[config.mk]
export PLATFORM = sky130hd
export DESIGN_NAME = spkh_queue
export DESIGN_NICKNAME = d
export VERILOG_FILES = /design/src/design/spkh_pkg.sv /design/src/design/spkh_queue.sv
export SDC_FILE = /design/constraint.sdc
export NUM_CORES = 2
export LEC_CHECK = 0
export BUFFER_PORTS_ARGS = -buffer_cell sky130_fd_sc_hd__buf_4
export CAP_MARGIN = 0
export CORE_AREA = 2 2 373 375
export CTS_BUF_LIST = sky130_fd_sc_hd__clkbuf_2 sky130_fd_sc_hd__clkbuf_4 sky130_fd_sc_hd__clkbuf_8
export DETAILED_ROUTE_END_ITERATION = 10
export DIE_AREA = 0 0 375 377
export HOLD_SLACK_MARGIN = 0.06
export PLACE_DENSITY = 0.83
export SLEW_MARGIN = 40
export SYNTH_ARGS = -nofsm -noshare
export SYNTH_HDL_FRONTEND = slang
export SYNTH_SLANG_ARGS = --single-unit
[constraint.sdc]
create_clock -name clk -period 4.2 [get_ports clk]
set_input_delay 0 -clock clk [delete_from_list [all_inputs] [get_ports clk]]
set_output_delay 0 -clock clk [all_outputs]
set_load 0.01 [all_outputs]
[src/design/spkh_pkg.sv]
// ----------------------------------------------------------------------------
// spkh_pkg
// Shared types, constants and helper functions for the long-path 128-bit
// hash unit: job descriptors, queue request and status groups, rotate tables.
// ----------------------------------------------------------------------------
package spkh_pkg;

    localparam int unsigned LANE_COUNT = 12;

    typedef logic [63:0] lane_t;
    typedef logic [LANE_COUNT-1:0][63:0] block_t;

    localparam lane_t SEED_CONST = 64'hdeadbeefdeadbeef;

    localparam logic [3:0] LAST_SLOT = 4'd11;
    localparam logic [6:0] FULL_BLOCK_BYTES = 7'd96;
    localparam logic [3:0] WORD_BYTES = 4'd8;

    // configuration register indexes
    localparam logic [0:0] REG_SEED_LOW = 1'b0;
    localparam logic [0:0] REG_SEED_HIGH = 1'b1;

    // what the back end does with one queued block
    typedef enum logic [1:0] {
        JOB_MIX,
        JOB_LAST,
        JOB_LAST_FULL
    } job_kind_t;

    typedef struct packed {
        job_kind_t  kind;
        logic       first;
        logic [3:0] last_slot;
        logic [6:0] rem;
    } job_t;

    // front end -> queue
    typedef struct packed {
        logic       wr_en;
        logic [3:0] slot;
        logic       commit;
        job_t       desc;
    } fe_req_t;

    // back end -> queue
    typedef struct packed {
        logic       pop;
        logic       rd_next;
        logic [3:0] rd_slot;
    } be_req_t;

    // queue -> back end
    typedef struct packed {
        logic head_valid;
        job_t head_desc;
        logic next_valid;
        job_t next_desc;
    } q_stat_t;

    function automatic lane_t rotl(input lane_t x, input logic [5:0] r);
        logic [127:0] dbl;
        dbl = {x, x} << r;
        return dbl[127:64];
    endfunction

    function automatic logic [5:0] mix_rot(input logic [3:0] i);
        logic [5:0] r;
        unique case (i)
            4'd0:    r = 6'd11;
            4'd1:    r = 6'd32;
            4'd2:    r = 6'd43;
            4'd3:    r = 6'd31;
            4'd4:    r = 6'd17;
            4'd5:    r = 6'd28;
            4'd6:    r = 6'd39;
            4'd7:    r = 6'd57;
            4'd8:    r = 6'd55;
            4'd9:    r = 6'd54;
            4'd10:   r = 6'd22;
            4'd11:   r = 6'd46;
            default: r = 6'd0;
        endcase
        return r;
    endfunction

    function automatic logic [5:0] end_rot(input logic [3:0] i);
        logic [5:0] r;
        unique case (i)
            4'd0:    r = 6'd44;
            4'd1:    r = 6'd15;
            4'd2:    r = 6'd34;
            4'd3:    r = 6'd21;
            4'd4:    r = 6'd38;
            4'd5:    r = 6'd33;
            4'd6:    r = 6'd10;
            4'd7:    r = 6'd13;
            4'd8:    r = 6'd38;
            4'd9:    r = 6'd53;
            4'd10:   r = 6'd42;
            4'd11:   r = 6'd54;
            default: r = 6'd0;
        endcase
        return r;
    endfunction

endpackage

[src/design/spkh_queue.sv]
// ----------------------------------------------------------------------------
// spkh_queue
// Two-entry block queue between front and back end; the front fills the
// tail entry word by word, the back end reads the head and peeks the next.
// ----------------------------------------------------------------------------
module spkh_queue (
    input  logic               clk,
    input  logic               rst_n,
    input  spkh_pkg::fe_req_t  fe,
    input  spkh_pkg::lane_t    wr_data,
    output logic               tail_free,
    input  spkh_pkg::be_req_t  be,
    output spkh_pkg::q_stat_t  stat,
    output spkh_pkg::lane_t    rd_word,
    output spkh_pkg::block_t   head_block
);

    logic [63:0]       word_mem [2][spkh_pkg::LANE_COUNT];
    spkh_pkg::job_t    desc_reg [2];
    logic [1:0]        valid_reg;
    logic [1:0]        valid_next;
    logic              head_reg;
    logic              tail_reg;

    always_ff @(posedge clk)
    begin
        if (fe.wr_en)
        begin
            word_mem[tail_reg][fe.slot] <= wr_data;
        end
        if (fe.commit)
        begin
            desc_reg[tail_reg] <= fe.desc;
        end
    end

    always_comb
    begin
        valid_next = valid_reg;
        if (be.pop)
        begin
            valid_next[head_reg] = 1'b0;
        end
        if (fe.commit)
        begin
            valid_next[tail_reg] = 1'b1;
        end
    end

    always_ff @(posedge clk or negedge rst_n)
    begin
        if (!rst_n)
        begin
            valid_reg <= 2'b00;
            head_reg <= 1'b0;
            tail_reg <= 1'b0;
        end
        else
        begin
            valid_reg <= valid_next;
            if (be.pop)
            begin
                head_reg <= !head_reg;
            end
            if (fe.commit)
            begin
                tail_reg <= !tail_reg;
            end
        end
    end

    always_comb
    begin
        tail_free = !valid_reg[tail_reg];
        stat.head_valid = valid_reg[head_reg];
        stat.head_desc = desc_reg[head_reg];
        stat.next_valid = valid_reg[!head_reg];
        stat.next_desc = desc_reg[!head_reg];
        rd_word = word_mem[head_reg ^ be.rd_next][be.rd_slot];
        for (int k = 0; k < spkh_pkg::LANE_COUNT; k++)
        begin
            head_block[k] = word_mem[head_reg][k];
        end
    end

    a_pop_valid: assert property (@(posedge clk) disable iff (!rst_n)
        be.pop |-> valid_reg[head_reg])
        else $error("pop from empty queue entry");

    a_fill_free: assert property (@(posedge clk) disable iff (!rst_n)
        fe.wr_en |-> !valid_reg[tail_reg])
        else $error("write into a committed queue entry");

endmodule

==> results.sh <==
export IMPL_dieHeight_um=377
export IMPL_fin_crit_sh_pct=91.79
export IMPL_routed_wl_um=253700
export IMPL_yosys_top_cells_count="1,564 x edfxtp_1, 1,413 x nand2_1, 798 x mux2_2"
export IMPL_cp_end_kind="output pin"
export IMPL_crit_type="flip-flop to output pin"
export IMPL_synth_top_cells_by_area="edfxtp_1 68%, mux2_2 13%, nand2_1 7.7%"
export IMPL_std_cell_rows=136
export IMPL_htreeDepth=4
export IMPL_fin_skew_ns=0.04642
export IMPL_cp_start_kind="flip-flop"
export IMPL_drive_above_1_share_pct=35.12
export IMPL_synth_main_ff_cell="edfxtp_1"
export IMPL_clkTransAtPathRegs_ns=0.06
export IMPL_rsz0062_at_grt="false"
export IMPL_cts_sinks=1568
export IMPL_dr_first_iter_drc_count=8658
export IMPL_synth_top_area_share_pct=67.76
export IMPL_finalCriticalPeriod_ns=3.855
export IMPL_ios=955
export IMPL_hpwl_um=152500
export IMPL_yosysTopAreaCell="edfxtp_1"
export IMPL_syn_nets=5305
export IMPL_p_per_area_mw_per_mm2=581.4
export IMPL_grt_pass1_vias=51770
export IMPL_first_pass_iters=7
export IMPL_postCtsSetupBuffers=0
export IMPL_drc=0
export IMPL_cap_violations=0
export IMPL_synth_seq_cells=1568
export IMPL_numCtsBuffers=239
export IMPL_tns_ns=0
export IMPL_peakVddDrop_mv=0.5701
export IMPL_grt_max_degree=132
export IMPL_finalHoldViolCount=0
export IMPL_clockRootBuffer="clkbuf_8"
export IMPL_core_area_mm2=0.1370
export IMPL_yosysMostFrequentCell="edfxtp_1"
export IMPL_gp_congestion=0.9094
export IMPL_whs_ns=0.1412
export IMPL_cp_required_ns=4.20
export IMPL_initial_utilization_pct=50.60
export IMPL_portBuffers=954
export IMPL_design_die_area_mm2=0.1414
export IMPL_leakage_nw=30.78
export IMPL_viasPerCell=6.445
export IMPL_seq_area_frac_synth_pct=67.90
export IMPL_synth_edf_count=1564
export IMPL_die_w_um=375
export IMPL_fillers=9605
export IMPL_ant_nets=0
export IMPL_insertion_delay_ns=0.99
export IMPL_synthArstFlopShare_pct=0.2551
export IMPL_netlist_area_mm2=0.06931
export IMPL_antenna_found_initial=7
export IMPL_grt_total_usage_pct=34.51
export IMPL_post_synth_cell_area_avg_um2=13.30
export IMPL_slew_violations=0
export IMPL_arrival_ns=3.86
export IMPL_relSlewSlack_pct=38.57
export IMPL_synth_cell_types=22
export IMPL_worst_slew_pin_slew_ns=0.9215
export IMPL_dr_total_vias=53740
export IMPL_wl_per_cell_um=30.42
export IMPL_largest_reg_flops=1536
export IMPL_overflow=0
export IMPL_ys_warn_count=0
export IMPL_min_delay_path_class="input pin to flip-flop"
export IMPL_area_growth_pct=22.80
export IMPL_grt_pass1_wl_um=353800
export IMPL_cts_tree="done"
export IMPL_final_nets=6437
export IMPL_setup_viol=0
export IMPL_status="complete, no violations"
export IMPL_synthCells=5213
export IMPL_fmax_mhz=259.4
export IMPL_crit_fanout=54
export IMPL_clock_path_buffers=3
[final cells by class]
cell class                 instances  area (µm²)  share of cell area, %
sequential                      1568       47070                  55.30
timing repair buffer            1250       10310                  12.11
clock inverter                   126       760.7                 0.8937
tap                             1794        2245                  2.637
antenna                            5       12.51                0.01470
multi-input combinational       3286       20890                  24.54
clock buffer                     310        3829                  4.498
[cells by family after synthesis]
kind of cell    Yosys count  synth area share [%]
mux                     863                 13.90
buf+inv                 359                 2.318
compound gates          194                 1.986
xor+xnor                  4               0.05055
simple gates           2225                 13.84
flops                  1568                 67.90
[through the flow]
stage,cells,power [mW],instance area (µm²),utilization [%],setup slack (ns)
global placement,7716,36.29,78670,57.43,1.343
floorplan,5213,28.92,69310,-,0.1895
finish,8339,49.49,85120,62.14,0.3446
global route,8336,50.84,85110,62.13,0.1609
CTS,8333,48.93,85210,62.21,0.3066
detailed placement,7724,36.61,78890,57.59,1.371
[worst max-delay path, cell delays in order, from the launching register on]
cell	delay, ns
dfrtp_4	0.64
xnor2_2	0.26
buf_12	0.25
buf_4	0.56
nand2_1	0.11
a31oi_1	0.19
nand4_1	0.35
nand3_1	0.32
buf_4	0.17
[routing by layer]
metal | vias to the layer above | GRT usage, % | share of wire [%]
met5 | - | 0 | 0.017
met4 | 8 | 23.78 | 7.9
met3 | 1069 | 11.12 | 14
met2 | 4966 | 52.58 | 45
met1 | 25970 | 41.90 | 33
li1 | 21730 | - | -
[final timing paths]
path	startpoint	endpoint	slack [ns]	cells past startpoint
setup reg to reg	tail_reg	word_mem[0][385]	0.94	5
hold / removal	wr_data[43]	word_mem[0][171]	0.14	3
max in group asynchronous	rst_n	head_reg	3.25	4
setup / recovery	head_reg	rd_word[16]	0.34	8
hold reg to reg	valid_reg[0]	valid_reg[0]	0.58	1
min in group asynchronous	rst_n	tail_reg	0.58	4
[layout by cell type, fill, tap and decap left out, types with 4 or more instances in the layout]
cell type,instances
a31oi_1,128
a32oi_1,64
buf_12,39
buf_16,5
buf_2,22
buf_4,1026
buf_6,7
clkbuf_4,70
clkbuf_8,240
clkinv_1,73
clkinv_2,33
diode_2,5
dlygate4sd3_1,149
edfxtp_1,1564
inv_16,4
inv_8,4
mux2_2,798
mux2i_1,65
nand2_1,1413
nand3_1,579
nand4_1,192
nor2_4,25
nor2b_1,4
[timing repair]
action,in CTS,in global routing
hold endpoints to repair,1954,0
hold buffers,173,0
resized for setup,0,0
[report_power, final]
group          total [mW]  switching [mW]  internal (mW)
Clock                12.4            6.24           6.19
Combinational        19.3            11.4           7.82
Sequential           17.8           0.212           17.6
Total                49.5            17.9           31.6
Power figures use the tool's default switching activity.
