$ cat src/design/spkh_pkg.sv
// ----------------------------------------------------------------------------
// spkh_pkg
// Shared types, constants and helper functions for the long-path 128-bit
// hash unit: job descriptors, queue request and status groups, rotate tables.
// ----------------------------------------------------------------------------
package spkh_pkg;

    localparam int unsigned LANE_COUNT = 12;

    typedef logic [63:0] lane_t;
    typedef logic [LANE_COUNT-1:0][63:0] block_t;

    localparam lane_t SEED_CONST = 64'hdeadbeefdeadbeef;

    localparam logic [3:0] LAST_SLOT = 4'd11;
    localparam logic [6:0] FULL_BLOCK_BYTES = 7'd96;
    localparam logic [3:0] WORD_BYTES = 4'd8;

    // configuration register indexes
    localparam logic [0:0] REG_SEED_LOW = 1'b0;
    localparam logic [0:0] REG_SEED_HIGH = 1'b1;

    // what the back end does with one queued block
    typedef enum logic [1:0] {
        JOB_MIX,
        JOB_LAST,
        JOB_LAST_FULL
    } job_kind_t;

    typedef struct packed {
        job_kind_t  kind;
        logic       first;
        logic [3:0] last_slot;
        logic [6:0] rem;
    } job_t;

    // front end -> queue
    typedef struct packed {
        logic       wr_en;
        logic [3:0] slot;
        logic       commit;
        job_t       desc;
    } fe_req_t;

    // back end -> queue
    typedef struct packed {
        logic       pop;
        logic       rd_next;
        logic [3:0] rd_slot;
    } be_req_t;

    // queue -> back end
    typedef struct packed {
        logic head_valid;
        job_t head_desc;
        logic next_valid;
        job_t next_desc;
    } q_stat_t;

    function automatic lane_t rotl(input lane_t x, input logic [5:0] r);
        logic [127:0] dbl;
        dbl = {x, x} << r;
        return dbl[127:64];
    endfunction

    function automatic logic [5:0] mix_rot(input logic [3:0] i);
        logic [5:0] r;
        unique case (i)
            4'd0:    r = 6'd11;
            4'd1:    r = 6'd32;
            4'd2:    r = 6'd43;
            4'd3:    r = 6'd31;
            4'd4:    r = 6'd17;
            4'd5:    r = 6'd28;
            4'd6:    r = 6'd39;
            4'd7:    r = 6'd57;
            4'd8:    r = 6'd55;
            4'd9:    r = 6'd54;
            4'd10:   r = 6'd22;
            4'd11:   r = 6'd46;
            default: r = 6'd0;
        endcase
        return r;
    endfunction

    function automatic logic [5:0] end_rot(input logic [3:0] i);
        logic [5:0] r;
        unique case (i)
            4'd0:    r = 6'd44;
            4'd1:    r = 6'd15;
            4'd2:    r = 6'd34;
            4'd3:    r = 6'd21;
            4'd4:    r = 6'd38;
            4'd5:    r = 6'd33;
            4'd6:    r = 6'd10;
            4'd7:    r = 6'd13;
            4'd8:    r = 6'd38;
            4'd9:    r = 6'd53;
            4'd10:   r = 6'd42;
            4'd11:   r = 6'd54;
            default: r = 6'd0;
        endcase
        return r;
    endfunction

endpackage

$ cat src/design/spkh_front.sv
// ----------------------------------------------------------------------------
// spkh_front
// Accepts message words, masks the last one, counts words in the block and
// hands finished blocks to the queue with a job descriptor.
// ----------------------------------------------------------------------------
module spkh_front (
    input  logic               clk,
    input  logic               rst_n,
    input  logic               accept,
    input  logic [63:0]        word_data,
    input  logic [3:0]         valid_bytes,
    input  logic               last_word,
    output spkh_pkg::fe_req_t  fe,
    output spkh_pkg::lane_t    wr_data
);

    logic [3:0] slot_reg;
    logic [3:0] slot_next;
    logic       first_reg;
    logic       first_next;
    logic [3:0] nbytes;
    logic [6:0] rem;
    logic       block_full;

    always_comb
    begin
        nbytes = (valid_bytes > spkh_pkg::WORD_BYTES) ? spkh_pkg::WORD_BYTES : valid_bytes;
        wr_data = word_data;
        if (last_word)
        begin
            for (int b = 0; b < 8; b++)
            begin
                if (4'(b) >= nbytes)
                begin
                    wr_data[b*8 +: 8] = 8'h00;
                end
            end
        end
        rem = {slot_reg, 3'b000} + {3'b000, nbytes};
        block_full = (slot_reg == spkh_pkg::LAST_SLOT);
    end

    always_comb
    begin
        fe.wr_en = accept;
        fe.slot = slot_reg;
        fe.commit = accept && (last_word || block_full);
        fe.desc.first = first_reg;
        fe.desc.last_slot = slot_reg;
        fe.desc.rem = rem;
        if (!last_word)
        begin
            fe.desc.kind = spkh_pkg::JOB_MIX;
        end
        else if (rem == spkh_pkg::FULL_BLOCK_BYTES)
        begin
            fe.desc.kind = spkh_pkg::JOB_LAST_FULL;
        end
        else
        begin
            fe.desc.kind = spkh_pkg::JOB_LAST;
        end

        slot_next = slot_reg;
        first_next = first_reg;
        if (accept)
        begin
            if (last_word || block_full)
            begin
                slot_next = 4'd0;
                first_next = last_word;
            end
            else
            begin
                slot_next = slot_reg + 4'd1;
            end
        end
    end

    always_ff @(posedge clk or negedge rst_n)
    begin
        if (!rst_n)
        begin
            slot_reg <= 4'd0;
            first_reg <= 1'b1;
        end
        else
        begin
            slot_reg <= slot_next;
            first_reg <= first_next;
        end
    end

    a_slot_range: assert property (@(posedge clk) disable iff (!rst_n)
        slot_reg <= spkh_pkg::LAST_SLOT)
        else $error("block word count out of range");

    a_first_after_last: assert property (@(posedge clk) disable iff (!rst_n)
        (accept && last_word) |=> (first_reg && slot_reg == 4'd0))
        else $error("message end did not reopen block state");

endmodule

$ cat config.mk
export PLATFORM = sky130hd
export DESIGN_NAME = spkh_front
export DESIGN_NICKNAME = d
export VERILOG_FILES = /design/src/design/spkh_pkg.sv /design/src/design/spkh_front.sv
export SDC_FILE = /design/constraint.sdc
export NUM_CORES = 1
export LEC_CHECK = 0
export ABC_CLOCK_PERIOD_IN_PS = 3900
export BUFFER_PORTS_ARGS = -buffer_cell sky130_fd_sc_hd__buf_2
export CAP_MARGIN = 20
export CELL_PAD_IN_SITES_DETAIL_PLACEMENT = 1
export CELL_PAD_IN_SITES_GLOBAL_PLACEMENT = 2
export CORE_AREA = 8 8 91 109
export DETAILED_ROUTE_END_ITERATION = 12
export DIE_AREA = 0 0 99 117
export GPL_ROUTABILITY_DRIVEN = 0
export PLACE_DENSITY = 0.88
export SYNTH_ARGS = -nofsm -noshare
export SYNTH_HDL_FRONTEND = slang
export SYNTH_SLANG_ARGS = --single-unit
$ cat constraint.sdc
create_clock -name clk -period 3.9 [get_ports clk]
set_clock_uncertainty 0.15 [all_clocks]
set_input_delay 0.195 -clock clk [delete_from_list [all_inputs] [get_ports clk]]
set_output_delay 0.195 -clock clk [all_outputs]
set_load 0.1 [all_outputs]
==> results.py, run 1 <==
metrics = {
    "worst_setup_path": {
        "critPathMaxFanout": 7,
        "r2r_cells": 4,
        "startpoint_type": "flop",
        "path_class": "reg2out",
        "endpoint_kind": "output pin",
        "critPathRequiredTime_ns": 3.56,
        "crit_arrival_ns": 2.02,
    },
    "logic_synthesis": {
        "synthCells": 123,
        "yosysSeqAreaShare_pct": 13.29,
        "synthFlopType": "dfrtp_1",
        "synth_edf_count": 0,
        "synth_area_leaders": "and2_1, nor2b_1, dfrtp_1",
        "yosysMostFrequentCell": "and2_1",
        "synth-seq-cells": 5,
        "ys_types": 38,
        "synthTopCellsByCount": "and2_1, nor2b_1, buf_4",
        "synth_nets": 198,
        "ys.warnings.count": 0,
        "avgSynthCellArea_um2": 7.731,
        "synth_top_area_share_pct": 26.32,
        "synthArstFlopShare_pct": 100.0,
        "syn_area_um2": 950.9,
        "yosys.area.top_type": "and2_1",
    },
    "grt": {
        "grt_first_pass_wirelength_mm": 8.093,
        "antenna_found_initial": 0,
        "grt_overflow": 0,
        "grt_usage_pct": 8.683,
        "grt_max_degree": 14,
        "grt_pass1_vias": 1492,
    },
    "cells_and_area": {
        "regArea_um2": 126.4,
        "antenna_cells": 0,
        "final_core_util_pct": 22.36,
        "syn_to_final_growth_pct": 94.87,
        "multi_input_area_um2": 759.5,
        "fill_cells": 1049,
        "finalInstanceArea_um2": 1853,
        "largest_reg_flops": 4,
        "instances_no_fill": 371,
        "drive_gt1_share_pct": 62.04,
        "num-nets-final": 350,
    },
    "timing": {
        "setup-violations-final": 0,
        "hold_viol": 0,
        "finalCriticalPeriod_ns": 2.366,
        "fmax_mhz": 422.6,
        "hold_slack_ns": 0.1564,
        "tightest_slew_ns": 0.5212,
        "rsz0062_at_grt": "false",
        "timing.final.max_slew_violations": 0,
        "fin_crit_sh_pct": 60.67,
        "max_slew_margin_pct": 65.49,
    },
    "routing": {
        "avgViaCountPerCell": 3.849,
        "wl_per_cell_um": 14.64,
        "antenna_left": 0,
        "drt_iter0_markers": 26,
        "drt-total-wl_mm": 5.430,
        "drc": 0,
        "vias": 1428,
        "dr.pass1.iters": 3,
    },
    "pwr": {
        "ir_drop_mv": 0.4742,
        "leakage_nw": 1.061,
        "powerDensity_nw_per_um2": 503.6,
        "power_uw": 933.3,
    },
    "floorplanning": {
        "ios": 156,
        "die_x_um": 99,
        "coreArea_um2": 8287,
        "die_h_um": 117,
        "die-area_um2": 11580,
        "start_util_pct": 11.48,
        "rows": 37,
    },
    "status": {
        "status": "finished clean",
    },
    "clocking": {
        "clk_latency_ns": 0.22,
        "clk_pin_slew_worst_paths_ns": 0.03,
        "clock-root-buffer": "clkbuf_8",
        "cts_setup_buffers": 0,
        "clk_path_buf_depth": 2,
        "numCtsBuffers": 3,
        "cts_tree": "yes",
        "htree_levels": 1,
        "cts.sinks": 5,
    },
    "placement": {
        "place_inst": 366,
        "dp_hpwl_mm": 4.924,
        "place_area_um2": 1798,
        "port_buffers": 155,
    },
    "min_path": {
        "min_path_type": "in2reg",
        "hold_depth": 2,
    },
    "flow_run": {
        "drv_cap": 0,
    },
}
==> area by class of cell <==
cell class	count	share of cell area, %
sequential	5	6.820
clock buffer	4	2.431
inverter	4	0.8103
tap	97	6.550
multi-input combinational	105	40.99
timing repair buffer	156	42.40
==> per-layer routing <==
layer	share of wire, %	global-route usage, %	vias up
met5	0	0	-
met4	0.72	1.436	0
met3	12	3.905	4
met2	53	16.56	97
met1	35	8.548	636
li1	-	-	691
==> power breakdown <==
group / switching (mW) / internal, mW
clock network: 0.0257 / 0.0702
logic: 0.636 / 0.118
registers: 0.0208 / 0.0621
==> kinds of logic (layout without fill, tap and decap cells) <==
kind of cell    after synthesis  count (layout)  synth area share (%)
buf+inv                      13             164                 8.419
simple gates                 88              88                 62.37
fa+ha+maj                     3               3                 3.948
compound gates               12              12                 10.13
flops                         5               5                 13.29
xor+xnor                      2               2                 1.842
==> through the flow <==
stage / setup slack (ns) / setup TNS, ns
6_report: 1.534 / 0
5_1_grt: 1.417 / 0
4_1_cts: 1.526 / 0
3_5_place_dp: 1.767 / 0
3_3_place_gp: 1.812 / 0
2_1_floorplan: -0.1641 / -0.1641
==> worst paths after layout <==
kind / from / end / slack [ns]
worst min register to register: first_reg / first_reg / 0.39
worst max register to register: slot_reg[1] / slot_reg[0] / 2.33
min in group asynchronous: rst_n / slot_reg[3] / 0.17
worst max-delay path: slot_reg[0] / fe[13] / 1.53
max in group asynchronous: rst_n / first_reg / 3.21
worst min-delay path: accept / slot_reg[1] / 0.16
==> repair_timing <==
item                                   CTS  global route
hold buffers                             1             0
endpoints found under the hold margin    5             0
resized for setup                        0             0
==> cell usage in the layout, fill, tap and decap left out, types with 2 or more instances in the layout <==
master / count
buf_2: 155
nand2b_1: 4
o22ai_1: 2
o21ai_1: 2
dfrtp_1: 4
clkbuf_8: 3
and2_1: 40
nor2b_1: 27
nand2_1: 3
ha_1: 3
inv_1: 4
==> worst max-delay path, cell delays in order (launching register included) <==
cell,delay [ns]
dfrtp_1,0.43
ha_1,0.23
ha_1,0.21
xor2_2,0.16
o211a_1,0.17
and3_1,0.16
buf_2,0.43
Power figures use the tool's default switching activity.
==> run 2, diff against run 1 <==
ABC_CLOCK_PERIOD_IN_PS = 2100   (was 3900)
CORE_AREA = 8 8 99 118   (was 8 8 91 109)
DIE_AREA = 0 0 107 126   (was 0 0 99 117)
PLACE_DENSITY = 0.79   (was 0.88)
clock period = 2.1 ns   (was 3.9 ns; I/O delays follow)
==> results.py, run 2 (synthesized netlist as in run 1, its figures left out) <==
metrics = {
    "placement": {
        "port_buffers": 155,
        "dp_hpwl_mm": 5.219,
        "place_area_um2": 1986,
        "place_inst": 397,
        "pre_cts_slack_ns": 0.2315,
    },
    "worst_setup_path": {
        "endpoint_kind": "output pin",
        "critPathRequiredTime_ns": 1.85,
        "r2r-end": "slot_reg[1]",
        "crit_path_top_delay_cell": "dfrtp_4",
        "path_common_cell": "ha_4",
        "path_class": "reg2out",
        "path_cells": "ha_4, ha_4, xor2_4, o211a_1, and3_4, buf_12",
        "r2r_cells": 4,
        "cpPeakStageDelay_ns": 0.49,
        "path_delay_family": "flip-flops",
        "critPathMaxFanout": 3,
        "path_buf_inv": 1,
        "reg2reg_slack_ns": 0.45,
        "crit_arrival_ns": 1.80,
        "timing.rr.start": "slot_reg[1]",
        "startpoint_type": "flop",
    },
    "clocking": {
        "cts.sinks": 5,
        "clk_pin_slew_worst_paths_ns": 0.03,
        "htree_levels": 1,
        "clock-root-buffer": "clkbuf_16",
        "clk_path_buf_depth": 2,
        "numCtsBuffers": 3,
        "cts_tree": "yes",
        "clk_latency_ns": 0.23,
    },
    "pwr": {
        "power_frac_seq_pct": 8.7,
        "p_sw_mw": 1.319,
        "power_frac_clock_pct": 16.2,
        "power_mw": 1.973,
        "leakage_nw": 1.112,
        "ir_drop_mv": 0.7472,
        "switching_share_pct": 66.83,
        "internal_power_uw": 654.3,
        "p_comb_share_pct": 75.1,
        "powerDensity_nw_per_um2": 940.8,
    },
    "floorplanning": {
        "coreArea_um2": 9859,
        "ios": 156,
        "die-area_um2": 13480,
        "rows": 40,
        "die_x_um": 107,
        "start_util_pct": 9.645,
        "die_h_um": 126,
    },
    "routing": {
        "dr.pass1.iters": 3,
        "wl_per_cell_um": 14.27,
        "drc": 0,
        "drt-total-wl_mm": 5.767,
        "vias": 1446,
        "avgViaCountPerCell": 3.579,
        "antenna_left": 0,
        "drt_iter0_markers": 36,
    },
    "min_path": {
        "min_to": "slot_reg[2]",
        "hp-start": "last_word",
        "min_path_type": "in2reg",
        "hold_depth": 2,
    },
    "cells_and_area": {
        "drive_gt1_share_pct": 65.83,
        "antenna_cells": 0,
        "final_common_cell": "buf_2",
        "largest_reg_flops": 4,
        "syn_to_final_growth_pct": 120.5,
        "num-nets-final": 354,
        "instances_no_fill": 404,
        "final_core_util_pct": 21.27,
        "fill_cells": 1237,
        "finalInstanceArea_um2": 2097,
        "final_cell_mix": "buf_2, and2_1, nor2b_1",
    },
    "timing": {
        "hold_slack_ns": 0.04698,
        "timing.final.max_slew_violations": 0,
        "tns_ns": 0,
        "max_slew_margin_pct": 66.26,
        "setup-violations-final": 0,
        "hold_viol": 0,
        "rsz0062_at_grt": "true",
        "fin_crit_sh_pct": 97.97,
        "finalCriticalPeriod_ns": 2.057,
        "fmax_mhz": 486.1,
        "tightest_slew_ns": 0.5095,
        "setup_slack_ns": 0.04269,
    },
    "grt": {
        "grt_first_pass_wirelength_mm": 8.556,
        "grt_overflow": 0,
        "grt_max_degree": 14,
        "grt_pass1_vias": 1636,
        "grt_usage_pct": 7.944,
        "antenna_found_initial": 0,
    },
    "status": {
        "status": "finished clean",
    },
    "flow_run": {
        "drv_cap": 0,
    },
}
[run 2: changes by cell type in the layout (fill, tap and decap cells not counted), moves of 3 or more]
cell	change
clkbuf_16	+3
buf_2	-4
dfrtp_4	+3
clkbuf_8	-3
buf_12	+4
buf_4	+4
dfrtp_1	-4
[run 2: worst reg2reg max path: stages (launching register included)]
cell and delay (ns):
dfrtp_4 0.52, ha_1 0.23, and3b_1 0.21, or2_1 0.27, o22ai_1 0.17
[run 2: area by class of cell]
type | count | area [µm²] | area share, %
Clock buffer | 4 | 78.83 | 3.759
Multi-Input combinational cell | 105 | 830.8 | 39.62
Sequential cell | 5 | 138.9 | 6.623
Tap cell | 126 | 157.7 | 7.518
Timing Repair Buffer | 160 | 875.8 | 41.77
Inverter | 4 | 15.01 | 0.7160
[run 2: power groups by stage]
stage | clock network (mW) | registers, mW | logic, mW
final | 0.320 | 0.171 | 1.48
after global routing | 0.334 | 0.177 | 1.53
after CTS | 0.325 | 0.173 | 1.48
after detailed placement | 0 | 0.177 | 1.47
after global placement | 0 | 0.173 | 1.46
after floorplan | 0 | 0.274 | 1.12
[run 2: what timing repair did]
action | in CTS | in global routing
gates resized for setup | 0 | 3
pin swaps | 0 | 2
gates cloned | 0 | 0
hold endpoints to repair | 5 | 0
endpoints found under the setup margin | 1 | 2
hold buffers | 1 | 0
setup buffers | 1 | 1
[run 2: metal layers]
metal | global-route usage [%] | share of wire, % | vias up
met3 | 3.061 | 11 | 4
li1 | - | - | 703
met2 | 16.23 | 54 | 93
met1 | 6.783 | 34 | 646
met4 | 1.992 | 0.62 | 0
met5 | 0 | 0 | -
[run 2: worst max-delay path by stage]
stage                start  endpoint  cells after the start
2_1_floorplan  slot_reg[0]    fe[13]                      5
3_3_place_gp   slot_reg[0]    fe[13]                      6
3_5_place_dp   slot_reg[0]    fe[13]                      6
4_1_cts        slot_reg[0]    fe[13]                      6
5_1_grt        slot_reg[0]    fe[13]                      6
6_report       slot_reg[0]    fe[13]                      6
==> run 3, diff against run 2 <==
PLACE_DENSITY = default   (was 0.79)
PLACE_DENSITY_LB_ADDON = 0.1   (was default)
==> results.py, run 3 (synthesized netlist as in run 1, its figures left out) <==
metrics = {
    "routing": {
        "wl_per_cell_um": 15.03,
        "drt_iter0_markers": 36,
        "avgViaCountPerCell": 3.541,
        "dr.pass1.iters": 2,
        "vias": 1427,
        "drt-total-wl_mm": 6.058,
        "drc": 0,
        "antenna_left": 0,
    },
    "worst_setup_path": {
        "r2r_cells": 4,
        "path_class": "reg2out",
        "worst-path-stages": 6,
        "endpoint_kind": "output pin",
        "crit_arrival_ns": 1.83,
        "cpPeakStageDelay_ns": 0.51,
        "startpoint_type": "flop",
        "crit_path_top_delay_cell": "dfrtp_4",
        "path_common_cell": "ha_4",
        "timing.rr.start": "slot_reg[0]",
        "critPathMaxFanout": 7,
        "path_buf_inv": 1,
        "critPathRequiredTime_ns": 1.85,
        "crit_path_start": "slot_reg[0]",
        "path_cells": "ha_4, ha_4, xor2_4, o211a_1, and3_4, buf_12",
        "path_delay_family": "flip-flops",
    },
    "pwr": {
        "powerDensity_nw_per_um2": 898.9,
        "power_mw": 1.995,
        "ir_drop_mv": 0.4709,
        "leakage_nw": 1.151,
    },
    "grt": {
        "grt_first_pass_wirelength_mm": 9.004,
        "grt_pass1_vias": 1439,
        "grt_overflow": 0,
        "grt_usage_pct": 8.575,
        "grt_max_degree": 14,
        "antenna_found_initial": 0,
    },
    "clocking": {
        "clk_pin_slew_worst_paths_ns": 0.04,
        "cts_tree": "yes",
        "cts.sinks": 5,
        "clock-root-buffer": "clkbuf_16",
        "clk_latency_ns": 0.23,
        "htree_levels": 1,
        "numCtsBuffers": 3,
        "clk_path_buf_depth": 2,
    },
    "placement": {
        "dp_hpwl_mm": 5.514,
        "place_inst": 396,
        "port_buffers": 155,
    },
    "timing": {
        "rsz0062_at_grt": "true",
        "tightest_slew_ns": 0.5123,
        "hold_viol": 0,
        "hold_slack_ns": 0.04691,
        "finalCriticalPeriod_ns": 2.080,
        "max_slew_margin_pct": 66.08,
        "timing.final.max_slew_violations": 0,
        "fin_crit_sh_pct": 99.05,
        "tns_ns": 0,
        "setup-violations-final": 0,
        "fmax_mhz": 480.8,
    },
    "cells_and_area": {
        "final_cell_mix": "buf_2, and2_1, nor2b_1",
        "antenna_cells": 0,
        "num-nets-final": 353,
        "final_common_cell": "buf_2",
        "instances_no_fill": 403,
        "final_core_util_pct": 22.51,
        "syn_to_final_growth_pct": 133.4,
        "largest_reg_flops": 4,
        "drive_gt1_share_pct": 65.34,
    },
    "min_path": {
        "min_path_type": "in2reg",
        "hold_depth": 2,
        "hp-start": "last_word",
    },
    "floorplanning": {
        "die_h_um": 126,
        "start_util_pct": 9.645,
        "die_x_um": 107,
        "die-area_um2": 13480,
        "ios": 156,
        "coreArea_um2": 9859,
        "rows": 40,
    },
    "status": {
        "status": "finished clean",
    },
    "flow_run": {
        "drv_cap": 0,
    },
}
[run 3: changes by cell type in the layout (fill, tap and decap cells not counted)]
cell / before / now
nor2_4: 1 / 0
buf_2: 151 / 141
buf_12: 4 / 13
nor2_1: 0 / 1
clkbuf_4: 0 / 1
buf_4: 4 / 3
[run 3: routing by layer]
metal	part of all wire [%]	vias to the layer above	global-route usage [%]
li1	-	698	-
met1	39	633	9.418
met2	50	92	15.21
met3	11	4	3.061
met4	0.59	0	1.992
met5	0	-	0
[run 3: timing repair]
item / CTS / global route
setup endpoints to repair: 1 / 2
hold buffers: 1 / 0
setup buffers: 0 / 2
endpoints found under the hold margin: 5 / 0
pin swaps: 1 / 2
gates resized for setup: 0 / 2
[run 3: final cells by class]
| cell class | count | area, µm² |
|---|---|---|
| fillers | 1203 | 7640 |
| repair buffers | 159 | 1006 |
| multi-input cells | 105 | 823.3 |
| well taps | 126 | 157.7 |
| flip-flops and latches | 5 | 138.9 |
| clock buffers | 4 | 78.83 |
| inverters | 4 | 15.01 |
[run 3: final timing paths]
path	slack, ns	endpoint
setup reg to reg	0.46	slot_reg[3]
min in group asynchronous	0.08	slot_reg[0]
setup / recovery	0.02	fe[13]
hold reg to reg	0.39	first_reg
hold / removal	0.05	slot_reg[2]
max in group asynchronous	1.50	first_reg
[run 3: power breakdown]
part | internal [mW] | switching [mW]
Combinational | 0.298 | 1.20
Clock | 0.253 | 0.0733
Sequential | 0.124 | 0.0474
[run 3: per-stage QoR]
stage | instance area [µm²] | setup WS, ns
2_1_floorplan | 1042 | -0.4610
6_report | 2220 | 0.01992
4_1_cts | 2202 | 0.002899
3_3_place_gp | 2113 | 0.2734
5_1_grt | 2220 | -0.02259
3_5_place_dp | 2113 | 0.2561
